**src/design/fda_pkg.sv**
```systemverilog
`timescale 1ns / 1ps
package fda_pkg;

  localparam int VALUE_W        = 32;
  localparam int FL_W           = 5;
  localparam int CHAR_W         = 8;
  localparam int INDEX_W        = 4;
  localparam int APB_DATA_W     = 32;
  localparam int APB_ADDR_W     = 3;
  localparam int FRAC_BITS_DEF  = 16;
  localparam int MAX_LENGTH_DEF = 16;

  localparam logic [FL_W-1:0] FIELD_LENGTH_RESET = 5'd7;

  // Register word index within the register map.
  localparam logic REG_FIELD_LENGTH = 1'b0;

  localparam logic [CHAR_W-1:0] ASCII_PLUS  = 8'h2B;
  localparam logic [CHAR_W-1:0] ASCII_MINUS = 8'h2D;
  localparam logic [CHAR_W-1:0] ASCII_POINT = 8'h2E;
  localparam logic [CHAR_W-1:0] ASCII_ZERO  = 8'h30;
  localparam logic [CHAR_W-1:0] ASCII_NUL   = 8'h00;

  typedef enum logic [2:0] {
    SEL_SIGN,
    SEL_INT,
    SEL_POINT,
    SEL_FRAC,
    SEL_TERM
  } char_sel_t;

  typedef struct packed {
    logic                 load;
    logic                 convert;
    logic                 prep;
    logic                 emit;
    char_sel_t            sel;
    logic [INDEX_W-1:0]   index;
    logic                 last;
  } fda_cmd_t;

  typedef struct packed {
    logic slot_free;
    logic int_last;
  } fda_stat_t;

endpackage

```
**src/design/fixed_to_decimal_ascii.sv**
```systemverilog
`timescale 1ns / 1ps
// Each value is captured, converted to BCD, searched for its leading digit and then
// emitted one character at a time; the binary-to-BCD unit takes one integer bit per
// cycle, then one character leaves per cycle while the output is not stalled. A new
// value is taken only once the last character of the previous one has been emitted.
// Reset: rst_n is synchronous and active low; it returns the sequencer to idle, empties
// the output register and sets field_length to 7.
module fixed_to_decimal_ascii #(
  parameter int FRAC_BITS  = fda_pkg::FRAC_BITS_DEF,
  parameter int MAX_LENGTH = fda_pkg::MAX_LENGTH_DEF
) (
  input  logic                                clk,
  input  logic                                rst_n,
  // Input channel: one signed fixed-point value per transfer.
  input  logic                                in_valid,
  output logic                                in_ready,
  input  logic signed [fda_pkg::VALUE_W-1:0]  in_value,
  // Result channel: one character per transfer.
  output logic                                out_valid,
  input  logic                                out_ready,
  output logic [fda_pkg::CHAR_W-1:0]          out_char,
  output logic [fda_pkg::INDEX_W-1:0]         out_char_index,
  output logic                                out_last,
  // Configuration port.
  input  logic                                psel,
  input  logic                                penable,
  input  logic                                pwrite,
  input  logic [fda_pkg::APB_ADDR_W-1:0]      paddr,
  input  logic [fda_pkg::APB_DATA_W-1:0]      pwdata,
  output logic [fda_pkg::APB_DATA_W-1:0]      prdata,
  output logic                                pready
);
  import fda_pkg::*;

  logic [FL_W-1:0] field_length_r;
  fda_cmd_t        cmd;
  fda_stat_t       stat;

  // The port never waits. A write completes in the access cycle. Only the
  // word index bit is decoded, so field_length sits at byte address 0 and
  // anything landing on the next word is dropped.
  assign pready = 1'b1;

  always_ff @(posedge clk) begin
    if (!rst_n) begin
      field_length_r <= FIELD_LENGTH_RESET;
    end else if (psel && penable && pwrite && pready &&
                 (paddr[2] == REG_FIELD_LENGTH)) begin
      field_length_r <= pwdata[FL_W-1:0];
    end
  end

  always_comb begin
    prdata = '0;
    if (paddr[2] == REG_FIELD_LENGTH) begin
      prdata = APB_DATA_W'(field_length_r);
    end
  end

  // The controller sequences each value through capture, binary-to-BCD
  // conversion, a leading-digit search state and then character emission.
  // The field length is sampled at the input transfer, so the whole run of a
  // value uses one consistent length.
  fda_controller #(
    .FRAC_BITS  (FRAC_BITS),
    .MAX_LENGTH (MAX_LENGTH)
  ) u_ctrl (
    .clk          (clk),
    .rst_n        (rst_n),
    .in_valid     (in_valid),
    .in_ready     (in_ready),
    .field_length (field_length_r),
    .stat         (stat),
    .cmd          (cmd)
  );

  // The datapath holds the sign, the BCD integer digits and the running
  // fraction, and owns the output register. The fraction is multiplied by
  // ten once per fraction digit, so each digit is exact truncation. The
  // output register lets the controller return to idle and take the next
  // value while the terminator still waits for its transfer.
  fda_datapath #(
    .FRAC_BITS (FRAC_BITS)
  ) u_dp (
    .clk            (clk),
    .rst_n          (rst_n),
    .in_value       (in_value),
    .cmd            (cmd),
    .stat           (stat),
    .out_char       (out_char),
    .out_char_index (out_char_index),
    .out_last       (out_last),
    .out_valid      (out_valid),
    .out_ready      (out_ready)
  );

endmodule

```
**src/design/fda_datapath.sv**
```systemverilog
`timescale 1ns / 1ps
module fda_datapath #(
  parameter int FRAC_BITS = fda_pkg::FRAC_BITS_DEF
) (
  input  logic                             clk,
  input  logic                             rst_n,
  input  logic signed [fda_pkg::VALUE_W-1:0] in_value,
  input  fda_pkg::fda_cmd_t                cmd,
  output fda_pkg::fda_stat_t               stat,
  output logic [fda_pkg::CHAR_W-1:0]       out_char,
  output logic [fda_pkg::INDEX_W-1:0]      out_char_index,
  output logic                             out_last,
  output logic                             out_valid,
  input  logic                             out_ready
);
  import fda_pkg::*;

  localparam int IW   = VALUE_W - FRAC_BITS;
  localparam int NDIG = (IW * 301) / 1000 + 1;
  localparam int BW   = 4 * NDIG;
  localparam int IDXW = $clog2(NDIG);

  logic                 neg_r;
  logic [IW-1:0]        bin_r, bin_nxt;
  logic [BW-1:0]        bcd_r, bcd_nxt;
  logic [FRAC_BITS-1:0] frac_r, frac_nxt;
  logic [IDXW-1:0]      idx_r, idx_nxt;
  logic [CHAR_W-1:0]    char_r;
  logic [INDEX_W-1:0]   index_r;
  logic                 last_r;
  logic                 valid_r;

  logic [VALUE_W-1:0]   mag;
  logic [BW-1:0]        bcd_adj;
  logic [IDXW-1:0]      msd;
  logic [FRAC_BITS+3:0] frac_x10;
  logic [3:0]           int_digit;
  logic [CHAR_W-1:0]    char_nxt;

  assign mag      = in_value[VALUE_W-1] ? VALUE_W'(0) - VALUE_W'(in_value) : VALUE_W'(in_value);
  assign frac_x10 = {1'b0, frac_r, 3'b000} + {3'b000, frac_r, 1'b0};
  assign int_digit = bcd_r[4*idx_r +: 4];

  always_comb begin
    for (int i = 0; i < NDIG; i++) begin
      bcd_adj[4*i +: 4] = (bcd_r[4*i +: 4] >= 4'd5) ? bcd_r[4*i +: 4] + 4'd3
                                                   : bcd_r[4*i +: 4];
    end
  end

  // Position of the most significant nonzero digit, zero if all are zero.
  always_comb begin
    msd = '0;
    for (int i = 0; i < NDIG; i++) begin
      if (bcd_r[4*i +: 4] != 4'd0) begin
        msd = IDXW'(i);
      end
    end
  end

  always_comb begin
    case (cmd.sel)
      SEL_SIGN:  char_nxt = neg_r ? ASCII_MINUS : ASCII_PLUS;
      SEL_INT:   char_nxt = ASCII_ZERO + {4'd0, int_digit};
      SEL_POINT: char_nxt = ASCII_POINT;
      SEL_FRAC:  char_nxt = ASCII_ZERO + {4'd0, frac_x10[FRAC_BITS+3:FRAC_BITS]};
      SEL_TERM:  char_nxt = ASCII_NUL;
      default:   char_nxt = ASCII_NUL;
    endcase
  end

  always_comb begin
    bin_nxt  = bin_r;
    bcd_nxt  = bcd_r;
    frac_nxt = frac_r;
    idx_nxt  = idx_r;
    if (cmd.load) begin
      bin_nxt  = mag[VALUE_W-1:FRAC_BITS];
      bcd_nxt  = '0;
      frac_nxt = mag[FRAC_BITS-1:0];
    end else if (cmd.convert) begin
      bcd_nxt = {bcd_adj[BW-2:0], bin_r[IW-1]};
      bin_nxt = {bin_r[IW-2:0], 1'b0};
    end else if (cmd.prep) begin
      idx_nxt = msd;
    end else if (cmd.emit) begin
      if (cmd.sel == SEL_INT) begin
        idx_nxt = idx_r - IDXW'(1);
      end
      if (cmd.sel == SEL_FRAC) begin
        frac_nxt = frac_x10[FRAC_BITS-1:0];
      end
    end
  end

  always_ff @(posedge clk) begin
    bin_r  <= bin_nxt;
    bcd_r  <= bcd_nxt;
    frac_r <= frac_nxt;
    idx_r  <= idx_nxt;
    if (cmd.load) begin
      neg_r <= in_value[VALUE_W-1];
    end
    if (cmd.emit) begin
      char_r  <= char_nxt;
      index_r <= cmd.index;
      last_r  <= cmd.last;
    end
  end

  always_ff @(posedge clk) begin
    if (!rst_n) begin
      valid_r <= 1'b0;
    end else if (cmd.emit) begin
      valid_r <= 1'b1;
    end else if (out_ready) begin
      valid_r <= 1'b0;
    end
  end

  assign stat.slot_free = !valid_r || out_ready;
  assign stat.int_last  = (idx_r == '0);

  assign out_char       = char_r;
  assign out_char_index = index_r;
  assign out_last       = last_r;
  assign out_valid      = valid_r;

endmodule

```
**src/design/fda_controller.sv**
```systemverilog
`timescale 1ns / 1ps
module fda_controller #(
  parameter int FRAC_BITS  = fda_pkg::FRAC_BITS_DEF,
  parameter int MAX_LENGTH = fda_pkg::MAX_LENGTH_DEF
) (
  input  logic                       clk,
  input  logic                       rst_n,
  input  logic                       in_valid,
  output logic                       in_ready,
  input  logic [fda_pkg::FL_W-1:0]   field_length,
  input  fda_pkg::fda_stat_t         stat,
  output fda_pkg::fda_cmd_t          cmd
);
  import fda_pkg::*;

  localparam int IW   = VALUE_W - FRAC_BITS;
  localparam int CNTW = $clog2(IW);
  localparam int LENW = $clog2(MAX_LENGTH + 1);

  typedef enum logic [1:0] {
    ST_IDLE,
    ST_CONV,
    ST_PREP,
    ST_EMIT
  } state_t;

  state_t          state_r, state_nxt;
  logic [CNTW-1:0] cnt_r, cnt_nxt;
  logic [LENW-1:0] len_r, len_nxt;
  logic [LENW-1:0] k_r, k_nxt;
  char_sel_t       sel_r, sel_nxt;
  logic [LENW-1:0] eff_len;
  logic            is_last;

  always_comb begin
    if (field_length == '0) begin
      eff_len = LENW'(1);
    end else if (32'(field_length) > 32'(MAX_LENGTH)) begin
      eff_len = LENW'(MAX_LENGTH);
    end else begin
      eff_len = LENW'(field_length);
    end
  end

  assign is_last  = (k_r == len_r - LENW'(1));
  assign in_ready = (state_r == ST_IDLE);

  always_comb begin
    state_nxt   = state_r;
    cnt_nxt     = cnt_r;
    len_nxt     = len_r;
    k_nxt       = k_r;
    sel_nxt     = sel_r;
    cmd         = '0;
    cmd.sel     = is_last ? SEL_TERM : sel_r;
    cmd.index   = INDEX_W'(k_r);
    cmd.last    = is_last;
    case (state_r)
      ST_IDLE: begin
        if (in_valid) begin
          cmd.load  = 1'b1;
          cnt_nxt   = CNTW'(IW - 1);
          len_nxt   = eff_len;
          state_nxt = ST_CONV;
        end
      end
      ST_CONV: begin
        cmd.convert = 1'b1;
        cnt_nxt     = cnt_r - CNTW'(1);
        if (cnt_r == '0) begin
          state_nxt = ST_PREP;
        end
      end
      ST_PREP: begin
        cmd.prep  = 1'b1;
        k_nxt     = '0;
        sel_nxt   = SEL_SIGN;
        state_nxt = ST_EMIT;
      end
      ST_EMIT: begin
        if (stat.slot_free) begin
          cmd.emit = 1'b1;
          k_nxt    = k_r + LENW'(1);
          case (sel_r)
            SEL_SIGN:  sel_nxt = SEL_INT;
            SEL_INT:   sel_nxt = stat.int_last ? SEL_POINT : SEL_INT;
            SEL_POINT: sel_nxt = SEL_FRAC;
            default:   sel_nxt = SEL_FRAC;
          endcase
          if (is_last) begin
            state_nxt = ST_IDLE;
          end
        end
      end
      default: begin
        state_nxt = ST_IDLE;
      end
    endcase
  end

  always_ff @(posedge clk) begin
    if (!rst_n) begin
      state_r <= ST_IDLE;
      cnt_r   <= '0;
      len_r   <= LENW'(1);
      k_r     <= '0;
      sel_r   <= SEL_SIGN;
    end else begin
      state_r <= state_nxt;
      cnt_r   <= cnt_nxt;
      len_r   <= len_nxt;
      k_r     <= k_nxt;
      sel_r   <= sel_nxt;
    end
  end

endmodule

```
**config.mk**
```make
export PLATFORM = sky130hd
export DESIGN_NAME = fixed_to_decimal_ascii
export DESIGN_NICKNAME = d
export VERILOG_FILES = /design/src/design/fda_pkg.sv /design/src/design/fixed_to_decimal_ascii.sv /design/src/design/fda_datapath.sv /design/src/design/fda_controller.sv
export SDC_FILE = /design/constraint.sdc
export NUM_CORES = 1
export LEC_CHECK = 0
export ABC_AREA = 1
export BUFFER_PORTS_ARGS = -buffer_cell sky130_fd_sc_hd__buf_2
export CORE_MARGIN = 1.5
export CORE_UTILIZATION = 26
export CTS_CLUSTER_DIAMETER = 200
export DETAILED_ROUTE_END_ITERATION = 10
export GPL_TIMING_DRIVEN = 0
export MAX_ROUTING_LAYER = met4
export PLACE_DENSITY = 0.52
export SYNTH_ARGS = -nofsm -noshare
export SYNTH_HDL_FRONTEND = slang
export SYNTH_SLANG_ARGS = --single-unit
```
**constraint.sdc**
```tcl
create_clock -name clk -period 6.4 [get_ports clk]
set_input_delay 1.28 -clock clk [delete_from_list [all_inputs] [get_ports clk]]
set_output_delay 1.28 -clock clk [all_outputs]
set_load 0.02 [all_outputs]
```
==> results of run 1 <==
## logic make-up (layout without fill, tap and decap cells)
| kind of cell | after synthesis | in the layout | synth area share (%) |
|---|---|---|---|
| and+or+nand+nor | 411 | 411 | 28.01 |
| AOI/OAI and AO/OA | 186 | 186 | 16.34 |
| buffers and inverters | 173 | 251 | 12.04 |
| DFF | 91 | 91 | 35.18 |
| adders and majority gates | 35 | 35 | 6.836 |
| xor gates and xnor gates | 11 | 11 | 1.479 |
| other | 2 | 30 | 0.1153 |
## worst register-to-register path, stage by stage, from the launching register on
cell and delay, ns:
dfxtp_1 0.39, ha_1 0.20, inv_1 0.11, nor2_4 0.45, inv_1 0.12, a211oi_1 0.26, o21a_1 0.63
## power by group through the flow
stage	combinational, W	clock [W]	sequential [W]
2_1_floorplan	0.000684	0	0.000863
3_3_place_gp	0.000949	0	0.000868
6_report	0.000950	0.000532	0.000858
3_5_place_dp	0.000957	0	0.000870
5_1_grt	0.00110	0.000566	0.000872
4_1_cts	0.000963	0.000546	0.000859
## flip-flops by register name (all words and copies together) (netlist names), 3 cells and up
register,flops
field_length_r,5
u_dp.idx_r,3
u_dp.frac_r,16
u_dp.bin_r,16
u_ctrl.len_r,5
u_dp.out_char_index,4
u_ctrl.k_r,5
u_dp.out_char,6
u_ctrl.cnt_r,4
u_dp.bcd_r,20
## metrics by stage
stage	hold slack, ns	setup WS, ns	total power [W]
global placement	0.4518	3.094	0.001817
global route	0.4909	3.294	0.002535
CTS	0.4685	3.441	0.002368
floorplan	0.4215	3.547	0.001547
finish	0.4662	3.447	0.002340
detailed placement	0.4577	3.094	0.001827
## cells in the mapped netlist, types with 4 or more instances
cell type,count,area share [%]
a21oi_1,62,4.8
a31oi_1,5,0.48
buf_2,10,0.77
buf_4,32,3.7
clkbuf_1,6,0.35
dfxtp_1,44,14
edfxtp_1,47,22
ha_1,34,6.5
inv_1,114,6.6
inv_2,8,0.46
nand2_1,207,12
nand2_2,7,0.67
nand3_1,68,5.2
nand3_2,6,0.92
nand4_1,16,1.5
nor2_1,80,4.6
nor2_2,4,0.38
nor2_4,5,0.86
nor3_1,4,0.31
o211ai_1,10,1.2
o21ai_0,71,5.5
o21ai_1,4,0.31
o21bai_1,5,0.58
o22ai_1,10,0.96
o31ai_1,4,0.46
xor2_1,9,1.2
## path summary, 6_finish.rpt
check                                       from                      endpoint  slack (ns)  cells after the start
setup / recovery                        paddr[2]                     prdata[2]        3.45                      3
hold / removal    field_length_r[3]$_SDFFE_PN0P_  u_ctrl.len_r[3]$_SDFFE_PN0P_        0.47                      2
setup reg to reg  u_ctrl.state_r[0]$_SDFFE_PN0P_     u_dp.frac_r[11]$_DFFE_PP_        3.88                      6
hold reg to reg   field_length_r[3]$_SDFFE_PN0P_  u_ctrl.len_r[3]$_SDFFE_PN0P_        0.47                      2
## per-layer routing
| layer | share of wire, % | GRT usage [%] | wire [um] | vias to the layer above |
|---|---|---|---|---|
| met5 | 0 | - | 0 | - |
| met4 | 1.1 | 3.998 | 191 | 0 |
| met3 | 2.7 | 1.926 | 465 | 16 |
| met2 | 47 | 22.73 | 8052 | 82 |
| met1 | 49 | 17.85 | 8388 | 2666 |
| li1 | - | - | - | 3186 |
## area by class of cell
cell class	instances	area [um2]	area share, %
plain buffers	50	322.8	4.229
clock buffers	10	250.2	3.278
clock inverters	6	46.29	0.6065
inverters	123	461.7	6.048
multi-input cells	673	3545	46.44
flip-flops and latches	91	2292	30.03
well taps	324	405.4	5.311
repair buffers	62	310.3	4.065
==> impl_metrics.env, run 1 <==
export IMPL_p_leak_nw=3.434
export IMPL_h_tree_depth=3
export IMPL_detail_route_antenna_nets=0
export IMPL_crit_path_top_delay_cell="buf_2"
export IMPL_grt_pass1_wl_mm=28.23
export IMPL_maxSlewViolCount=0
export IMPL_layout_drive_gt1_share_pct=15.76
export IMPL_yosysUniqueCellTypes=48
export IMPL_wirelength_mm=17.10
export IMPL_p_per_area_mw_per_mm2=306.5
export IMPL_path_cells="buf_2 > nor2_1 > buf_2"
export IMPL_fin_setup_tns_ns=0
export IMPL_crit_top_cell="buf_2"
export IMPL_netlist_instances=909
export IMPL_power_switching_w=0.0009472
export IMPL_seq_area_frac_synth_pct=35.18
export IMPL_synth_edf_count=47
export IMPL_dpl_hpwl_mm=13.26
export IMPL_pwr_share_seq_pct=36.7
export IMPL_combPwrFrac_pct=40.6
export IMPL_die_x_um=161.3
export IMPL_start_util_pct=26.64
export IMPL_antennaDiodeCount=0
export IMPL_dp_cells=1323
export IMPL_max_freq_mhz=338.7
export IMPL_outcome="finished clean"
export IMPL_power_frac_clock_pct=22.7
export IMPL_post_route_min_period_ns=2.953
export IMPL_ys_ff_latch=91
export IMPL_maxCapViolCount=0
export IMPL_port_buffers=62
export IMPL_fin_cells=1339
export IMPL_synth_area_mm2=0.006516
export IMPL_cts_buffers=9
export IMPL_vias=5950
export IMPL_clk_latency_ns=0.36
export IMPL_cp_start_kind="input port"
export IMPL_fin_worst_skew_ns=0.01060
export IMPL_cpLargestDelayFamily="buffers and inverters"
export IMPL_intPower_w=0.001392
export IMPL_cts_tree="yes"
export IMPL_drt_iter0_drc=336
export IMPL_path_clk_slew_ns=0.07
export IMPL_rows=57
export IMPL_worstPathRequired_ns=5.12
export IMPL_route_detailed_drc=0
export IMPL_final_cell_mix="207 x nand2_1, 114 x inv_1, 80 x nor2_1, 72 x buf_2, 71 x o21ai_0"
export IMPL_crit_type="input port to output port"
export IMPL_grt_pass1_vias=5615
export IMPL_die_area_mm2=0.02602
export IMPL_post_cts_setup_buffers=0
export IMPL_fin_util_pct=31.21
export IMPL_routedWlPerCell_um=12.77
export IMPL_finalCritPeriodShare_pct=46.14
export IMPL_numClockSinks=91
export IMPL_setup_violations=0
export IMPL_design_core_area_mm2=0.02446
export IMPL_power_share_switching_pct=40.49
export IMPL_slew_headroom_pct=46.53
export IMPL_syn_mean_instance_area_um2=7.169
export IMPL_critPathBufInv=2
export IMPL_dr_pass1_iters=5
export IMPL_path_max_fanout=6
export IMPL_cpPeakStageDelay_ns=0.16
export IMPL_ys_flop_type="edfxtp_1"
export IMPL_worst_slew_pin_slew_ns=0.8020
export IMPL_syn2layout_area_growth_pct=17.15
export IMPL_grt_setup_unrepaired="no"
export IMPL_hold_buffers=0
export IMPL_ir_worst_vdd_mv=0.1074
export IMPL_hold_violations=0
export IMPL_globalRouteTotalUtil_pct=13.90
export IMPL_antenna_found_initial=0
export IMPL_layout_nets=1119
export IMPL_die_h_um=161.3
export IMPL_ios=122
export IMPL_grt_remaining_overflow=0
export IMPL_grt_start_max_net_pins=26
export IMPL_cts_root_buf="clkbuf_16"
export IMPL_place_congestion=0.8624
export IMPL_cts_buffer_depth=2
export IMPL_vias_per_cell=4.444
export IMPL_crit_path_end_kind="output port"
export IMPL_layout_commonest_cell="nand2_1"
export IMPL_fillCellCount=2666
export IMPL_placed_area_mm2=0.007337
export IMPL_crit_arrival_ns=1.67
export IMPL_async_flop_share_pct=0
export IMPL_ctsResizeCount=0
export IMPL_hold_path_class="register to register"
export IMPL_final_area_mm2=0.007634
export IMPL_ys_warn_count=0
No activity file was read; power rests on OpenSTA's default activity.
==> run 2: changes to the inputs <==
--- a/config.mk
+++ b/config.mk
@@ -13,7 +13,7 @@
 export DETAILED_ROUTE_END_ITERATION = 10
 export GPL_TIMING_DRIVEN = 0
 export MAX_ROUTING_LAYER = met4
-export PLACE_DENSITY = 0.52
+export PLACE_DENSITY = 0.54
 export SYNTH_ARGS = -nofsm -noshare
 export SYNTH_HDL_FRONTEND = slang
 export SYNTH_SLANG_ARGS = --single-unit
==> constraint.sdc (replaced) <==
create_clock -name clk -period 2.7 [get_ports clk]
set_input_delay 0.54 -clock clk [delete_from_list [all_inputs] [get_ports clk]]
set_output_delay 0.54 -clock clk [all_outputs]
set_load 0.02 [all_outputs]
==> impl_metrics.env, run 2 (synthesis gave the netlist of run 1 again) <==
export IMPL_outcome="finished clean"
export IMPL_layout_nets=1119
export IMPL_largest_reg_flops=20
export IMPL_cp_start_kind="register"
export IMPL_vias=5989
export IMPL_worstPathRequired_ns=2.69
export IMPL_fin_worst_skew_ns=0.008519
export IMPL_crit_arrival_ns=2.33
export IMPL_setup_violations=0
export IMPL_cts_root_buf="clkbuf_16"
export IMPL_clk_latency_ns=0.34
export IMPL_routedWlPerCell_um=12.51
export IMPL_place_congestion=0.8618
export IMPL_vias_per_cell=4.473
export IMPL_die_x_um=161.3
export IMPL_top_regs="u_dp.bcd_r: 20 flops, u_dp.bin_r: 16 flops, u_dp.frac_r: 16 flops"
export IMPL_maxCapViolCount=0
export IMPL_worst_slew_pin_slew_ns=0.7829
export IMPL_max_freq_mhz=427.3
export IMPL_dpl_hpwl_mm=13.14
export IMPL_final_cell_mix="207 x nand2_1, 114 x inv_1, 80 x nor2_1, 72 x buf_2, 71 x o21ai_0"
export IMPL_ir_worst_vdd_mv=0.2808
export IMPL_h_tree_depth=3
export IMPL_syn2layout_area_growth_pct=17.76
export IMPL_p_per_area_mw_per_mm2=742.0
export IMPL_rows=57
export IMPL_die_area_mm2=0.02602
export IMPL_fin_setup_tns_ns=0
export IMPL_fillCellCount=2613
export IMPL_layout_commonest_cell="nand2_1"
export IMPL_total_power_w=0.005694
export IMPL_antennaDiodeCount=0
export IMPL_finalCritPeriodShare_pct=86.67
export IMPL_post_cts_setup_buffers=0
export IMPL_maxSlewViolCount=0
export IMPL_crit_path_end_kind="register"
export IMPL_numClockSinks=91
export IMPL_p_leak_nw=3.459
export IMPL_hold_violations=0
export IMPL_hold_path_class="input port to register"
export IMPL_path_max_fanout=19
export IMPL_grt_pass1_wl_mm=27.31
export IMPL_antenna_found_initial=0
export IMPL_die_h_um=161.3
export IMPL_regMostFlops="u_dp.bcd_r"
export IMPL_cts_buffer_depth=2
export IMPL_layout_drive_gt1_share_pct=15.76
export IMPL_grt_remaining_overflow=0
export IMPL_path_clk_slew_ns=0.07
export IMPL_cts_tree="yes"
export IMPL_slew_headroom_pct=47.80
export IMPL_port_buffers=62
export IMPL_grt_start_max_net_pins=26
export IMPL_crit_type="register to register"
export IMPL_dr_pass1_iters=5
export IMPL_post_route_min_period_ns=2.340
export IMPL_drt_iter0_drc=323
export IMPL_detail_route_antenna_nets=0
export IMPL_ios=122
export IMPL_start_util_pct=26.64
export IMPL_grt_pass1_vias=5540
export IMPL_grt_setup_unrepaired="no"
export IMPL_globalRouteTotalUtil_pct=13.35
export IMPL_design_core_area_mm2=0.02446
export IMPL_route_detailed_drc=0
export IMPL_wirelength_mm=16.76
export IMPL_cts_buffers=9
run 2: metal layers:
metal / up-vias / part of all wire (%) / routed length (um) / track usage [%]
li1: 3194 / - / - / -
met1: 2692 / 49 / 8259 / 17.16
met2: 90 / 47 / 7850 / 21.67
met3: 13 / 2.6 / 435 / 1.849
met4: 0 / 1.3 / 211 / 4.167
met5: - / 0 / 0 / -
run 2: per-stage QoR:
stage	utilization, %	setup WS (ns)	area, um2	instances	hold slack [ns]
after floorplan	-	0.5443	6621	937	0.4215
after global placement	29.99	0.1489	7337	1323	0.4538
after detailed placement	29.99	0.06445	7337	1323	0.4591
after CTS	31.36	0.05101	7672	1339	0.4009
after global routing	31.37	0.1588	7674	1339	0.4130
final	31.37	0.3599	7674	1339	0.4159
run 2: layout make-up:
cell class | instances | area [um2] | share of cell area, %
Clock inverter | 5 | 81.33 | 1.060
Tap cell | 324 | 405.4 | 5.283
Buffer | 50 | 322.8 | 4.207
Sequential cell | 91 | 2292 | 29.87
Timing Repair Buffer | 62 | 310.3 | 4.044
Multi-Input combinational cell | 673 | 3546 | 46.21
Inverter | 123 | 461.7 | 6.017
Clock buffer | 11 | 254.0 | 3.310
run 2: where the power goes:
part           switching [W]  internal (W)
Sequential          0.000149       0.00188
Combinational        0.00151      0.000731
Clock               0.000545      0.000873
Total                0.00221       0.00349
run 2: path summary, 6_finish.rpt:
check        cells past startpoint  slack, ns                             end                           start
max reg2reg                      6       0.36        u_dp.frac_r[9]$_DFFE_PP_  u_ctrl.state_r[1]$_SDFFE_PN0P_
min reg2reg                      2       0.47    u_ctrl.len_r[2]$_SDFFE_PN0P_  field_length_r[2]$_SDFFE_PN1P_
min                              3       0.42  field_length_r[1]$_SDFFE_PN1P_                       pwdata[1]
max                              6       0.36        u_dp.frac_r[9]$_DFFE_PP_  u_ctrl.state_r[1]$_SDFFE_PN0P_
run 2: what timing repair did:
item / in CTS / in global routing
resized for setup: 0 / 1
hold buffers: 0 / 0
setup endpoints to repair: 0 / 16
run 2: critical path, cell delays in order (launching register included):
cell and delay [ns]:
dfxtp_1 0.38, ha_1 0.20, inv_1 0.11, nor2_4 0.44, inv_1 0.12, a211oi_1 0.29, o21a_2 0.45
==> run 3: changes to the inputs <==
--- a/config.mk
+++ b/config.mk
@@ -14,6 +14,7 @@
 export GPL_TIMING_DRIVEN = 0
 export MAX_ROUTING_LAYER = met4
 export PLACE_DENSITY = 0.54
+export SETUP_SLACK_MARGIN = 0.5
 export SYNTH_ARGS = -nofsm -noshare
 export SYNTH_HDL_FRONTEND = slang
 export SYNTH_SLANG_ARGS = --single-unit
==> impl_metrics.env, run 3 (synthesis gave the netlist of run 1 again) <==
export IMPL_vias_per_cell=4.490
export IMPL_globalRouteTotalUtil_pct=13.51
export IMPL_finalCritPeriodShare_pct=75.64
export IMPL_rows=57
export IMPL_setup_violations=0
export IMPL_power_switching_w=0.002241
export IMPL_final_cell_mix="207 x nand2_1, 114 x inv_1, 80 x nor2_1, 71 x buf_2, 71 x o21ai_0"
export IMPL_worst_slew_pin_slew_ns=0.7737
export IMPL_crit_type="register to register"
export IMPL_dr_pass1_iters=5
export IMPL_path_max_fanout=10
export IMPL_r2r_end="u_dp.frac_r[7]$_DFFE_PP_"
export IMPL_antenna_found_initial=0
export IMPL_power_frac_clock_pct=24.6
export IMPL_design_core_area_mm2=0.02446
export IMPL_grt_setup_unrepaired="no"
export IMPL_port_buffers=62
export IMPL_maxCapViolCount=0
export IMPL_outcome="finished clean"
export IMPL_dp_cells=1323
export IMPL_path_clk_slew_ns=0.07
export IMPL_largest_reg_flops=20
export IMPL_clk_latency_ns=0.34
export IMPL_max_freq_mhz=489.6
export IMPL_maxSlewViolCount=0
export IMPL_fin_cells=1341
export IMPL_place_congestion=0.8618
export IMPL_routedWlPerCell_um=12.68
export IMPL_pwr_share_seq_pct=35.3
export IMPL_antennaDiodeCount=0
export IMPL_slew_headroom_pct=48.42
export IMPL_crit_path_top_delay_cell="a211oi_4"
export IMPL_hold_violations=0
export IMPL_cts_tree="yes"
export IMPL_cp_start_kind="register"
export IMPL_die_area_mm2=0.02602
export IMPL_rrSetupSlack_ns=0.66
export IMPL_power_share_switching_pct=38.93
export IMPL_grt_pass1_vias=5572
export IMPL_route_detailed_drc=0
export IMPL_fin_worst_skew_ns=0.009356
export IMPL_grt_pass1_wl_mm=27.58
export IMPL_path_cells="inv_1 > ha_2 > nand2_2 > buf_2 > a211oi_4 > o21a_4"
export IMPL_cts_buffer_depth=2
export IMPL_die_h_um=161.3
export IMPL_start_util_pct=26.64
export IMPL_hold_start="pwdata[1]"
export IMPL_top_regs="u_dp.bcd_r: 20 flops, u_dp.bin_r: 16 flops, u_dp.frac_r: 16 flops"
export IMPL_cpPeakStageDelay_ns=0.36
export IMPL_die_x_um=161.3
export IMPL_drt_iter0_drc=337
export IMPL_hold_buffers=0
export IMPL_ir_worst_vdd_mv=0.2842
export IMPL_cts_buffers=9
export IMPL_hold_path_class="input port to register"
export IMPL_syn2layout_area_growth_pct=18.55
export IMPL_wirelength_mm=17.00
export IMPL_rr_worst_depth=6
export IMPL_intPower_w=0.003515
export IMPL_p_leak_nw=3.476
export IMPL_grt_remaining_overflow=0
export IMPL_combPwrFrac_pct=40.1
export IMPL_rr_startpoint="u_ctrl.state_r[0]$_SDFFE_PN0P_"
export IMPL_layout_commonest_cell="nand2_1"
export IMPL_cts_root_buf="clkbuf_16"
export IMPL_post_route_min_period_ns=2.042
export IMPL_whs_endpoint="field_length_r[1]$_SDFFE_PN1P_"
export IMPL_regMostFlops="u_dp.bcd_r"
export IMPL_crit_arrival_ns=2.09
export IMPL_grt_start_max_net_pins=26
export IMPL_crit_path_end_kind="register"
export IMPL_vias=6021
export IMPL_min_path_cells=3
export IMPL_layout_drive_gt1_share_pct=16.32
export IMPL_fin_setup_tns_ns=0
export IMPL_numClockSinks=91
export IMPL_dpl_hpwl_mm=13.14
export IMPL_h_tree_depth=3
export IMPL_layout_nets=1121
export IMPL_ios=122
export IMPL_worstPathRequired_ns=2.75
export IMPL_detail_route_antenna_nets=0
export IMPL_p_per_area_mw_per_mm2=745.1
==> run 3: cell types whose count changed in the layout (fill, tap and decap cells not counted), sizes merged <==
cell and delta:
o21a +1, buf +1
==> run 3: how the worst max path moves through the flow <==
stage | startpoint | to | slack, ns
floorplan | u_ctrl.state_r[0]$_SDFFE_PN0P_ | u_dp.frac_r[0]$_SDFFCE_PN0P_ | 0.54
global placement | u_ctrl.state_r[0]$_SDFFE_PN0P_ | u_dp.frac_r[0]$_SDFFCE_PN0P_ | 0.15
detailed placement | u_ctrl.state_r[0]$_SDFFE_PN0P_ | u_dp.frac_r[3]$_DFFE_PP_ | 0.06
CTS | u_ctrl.state_r[0]$_SDFFE_PN0P_ | u_dp.frac_r[12]$_DFFE_PP_ | 0.52
global route | u_ctrl.state_r[1]$_SDFFE_PN0P_ | u_dp.idx_r[0]$_DFFE_PP_ | 0.51
finish | u_ctrl.state_r[0]$_SDFFE_PN0P_ | u_dp.frac_r[7]$_DFFE_PP_ | 0.66
==> run 3: per-layer routing <==
metal / vias up / GRT usage, % / share of wire, %
li1: 3193 / - / -
met1: 2708 / 17.18 / 48
met2: 103 / 21.93 / 47
met3: 17 / 1.875 / 2.8
met4: 0 / 4.672 / 1.7
met5: - / - / 0
==> run 3: layout make-up <==
cell class / instances / area [um2]
clock inverter: 5 / 81.33
buffer: 50 / 326.6
fill: 2606 / 16740
inverter: 123 / 461.7
timing repair buffer: 63 / 317.8
multi-input combinational: 674 / 3586
sequential: 91 / 2292
tap: 324 / 405.4
clock buffer: 11 / 254.0
==> run 3: what timing repair did <==
action	4_1_cts	5_1_grt
setup endpoints to repair	19	22
buffers inserted	1	0
gates cloned	1	0
pin swaps	1	0
gates resized for setup	6	4
==> run 3: power groups by stage <==
stage	Combinational (W)	Sequential (W)	Clock, W
after floorplan	0.00162	0.00205	0
after global placement	0.00223	0.00206	0
after detailed placement	0.00226	0.00206	0
after CTS	0.00232	0.00203	0.00147
after global routing	0.00261	0.00207	0.00151
final	0.00231	0.00203	0.00142
==> run 3: critical path, delay by kind of cell, from the launching register on <==
kind | cells | cell delay (ns)
buf+inv | 2 | 0.36
simple gates | 1 | 0.17
flops | 1 | 0.34
fa+ha+maj | 1 | 0.25
compound gates | 2 | 0.63
==> run 3: through the flow <==
| step | utilization [%] | area [um2] | setup WS, ns | total power [W] | hold slack [ns] |
|---|---|---|---|---|---|
| global route | 31.58 | 7725 | 0.5145 | 0.006194 | 0.4130 |
| detailed placement | 29.99 | 7337 | 0.06445 | 0.004324 | 0.4591 |
| finish | 31.58 | 7725 | 0.6577 | 0.005756 | 0.4140 |
| floorplan | - | 6621 | 0.5443 | 0.003667 | 0.4215 |
| global placement | 29.99 | 7337 | 0.1489 | 0.004291 | 0.4538 |
| CTS | 31.55 | 7717 | 0.5170 | 0.005819 | 0.4009 |
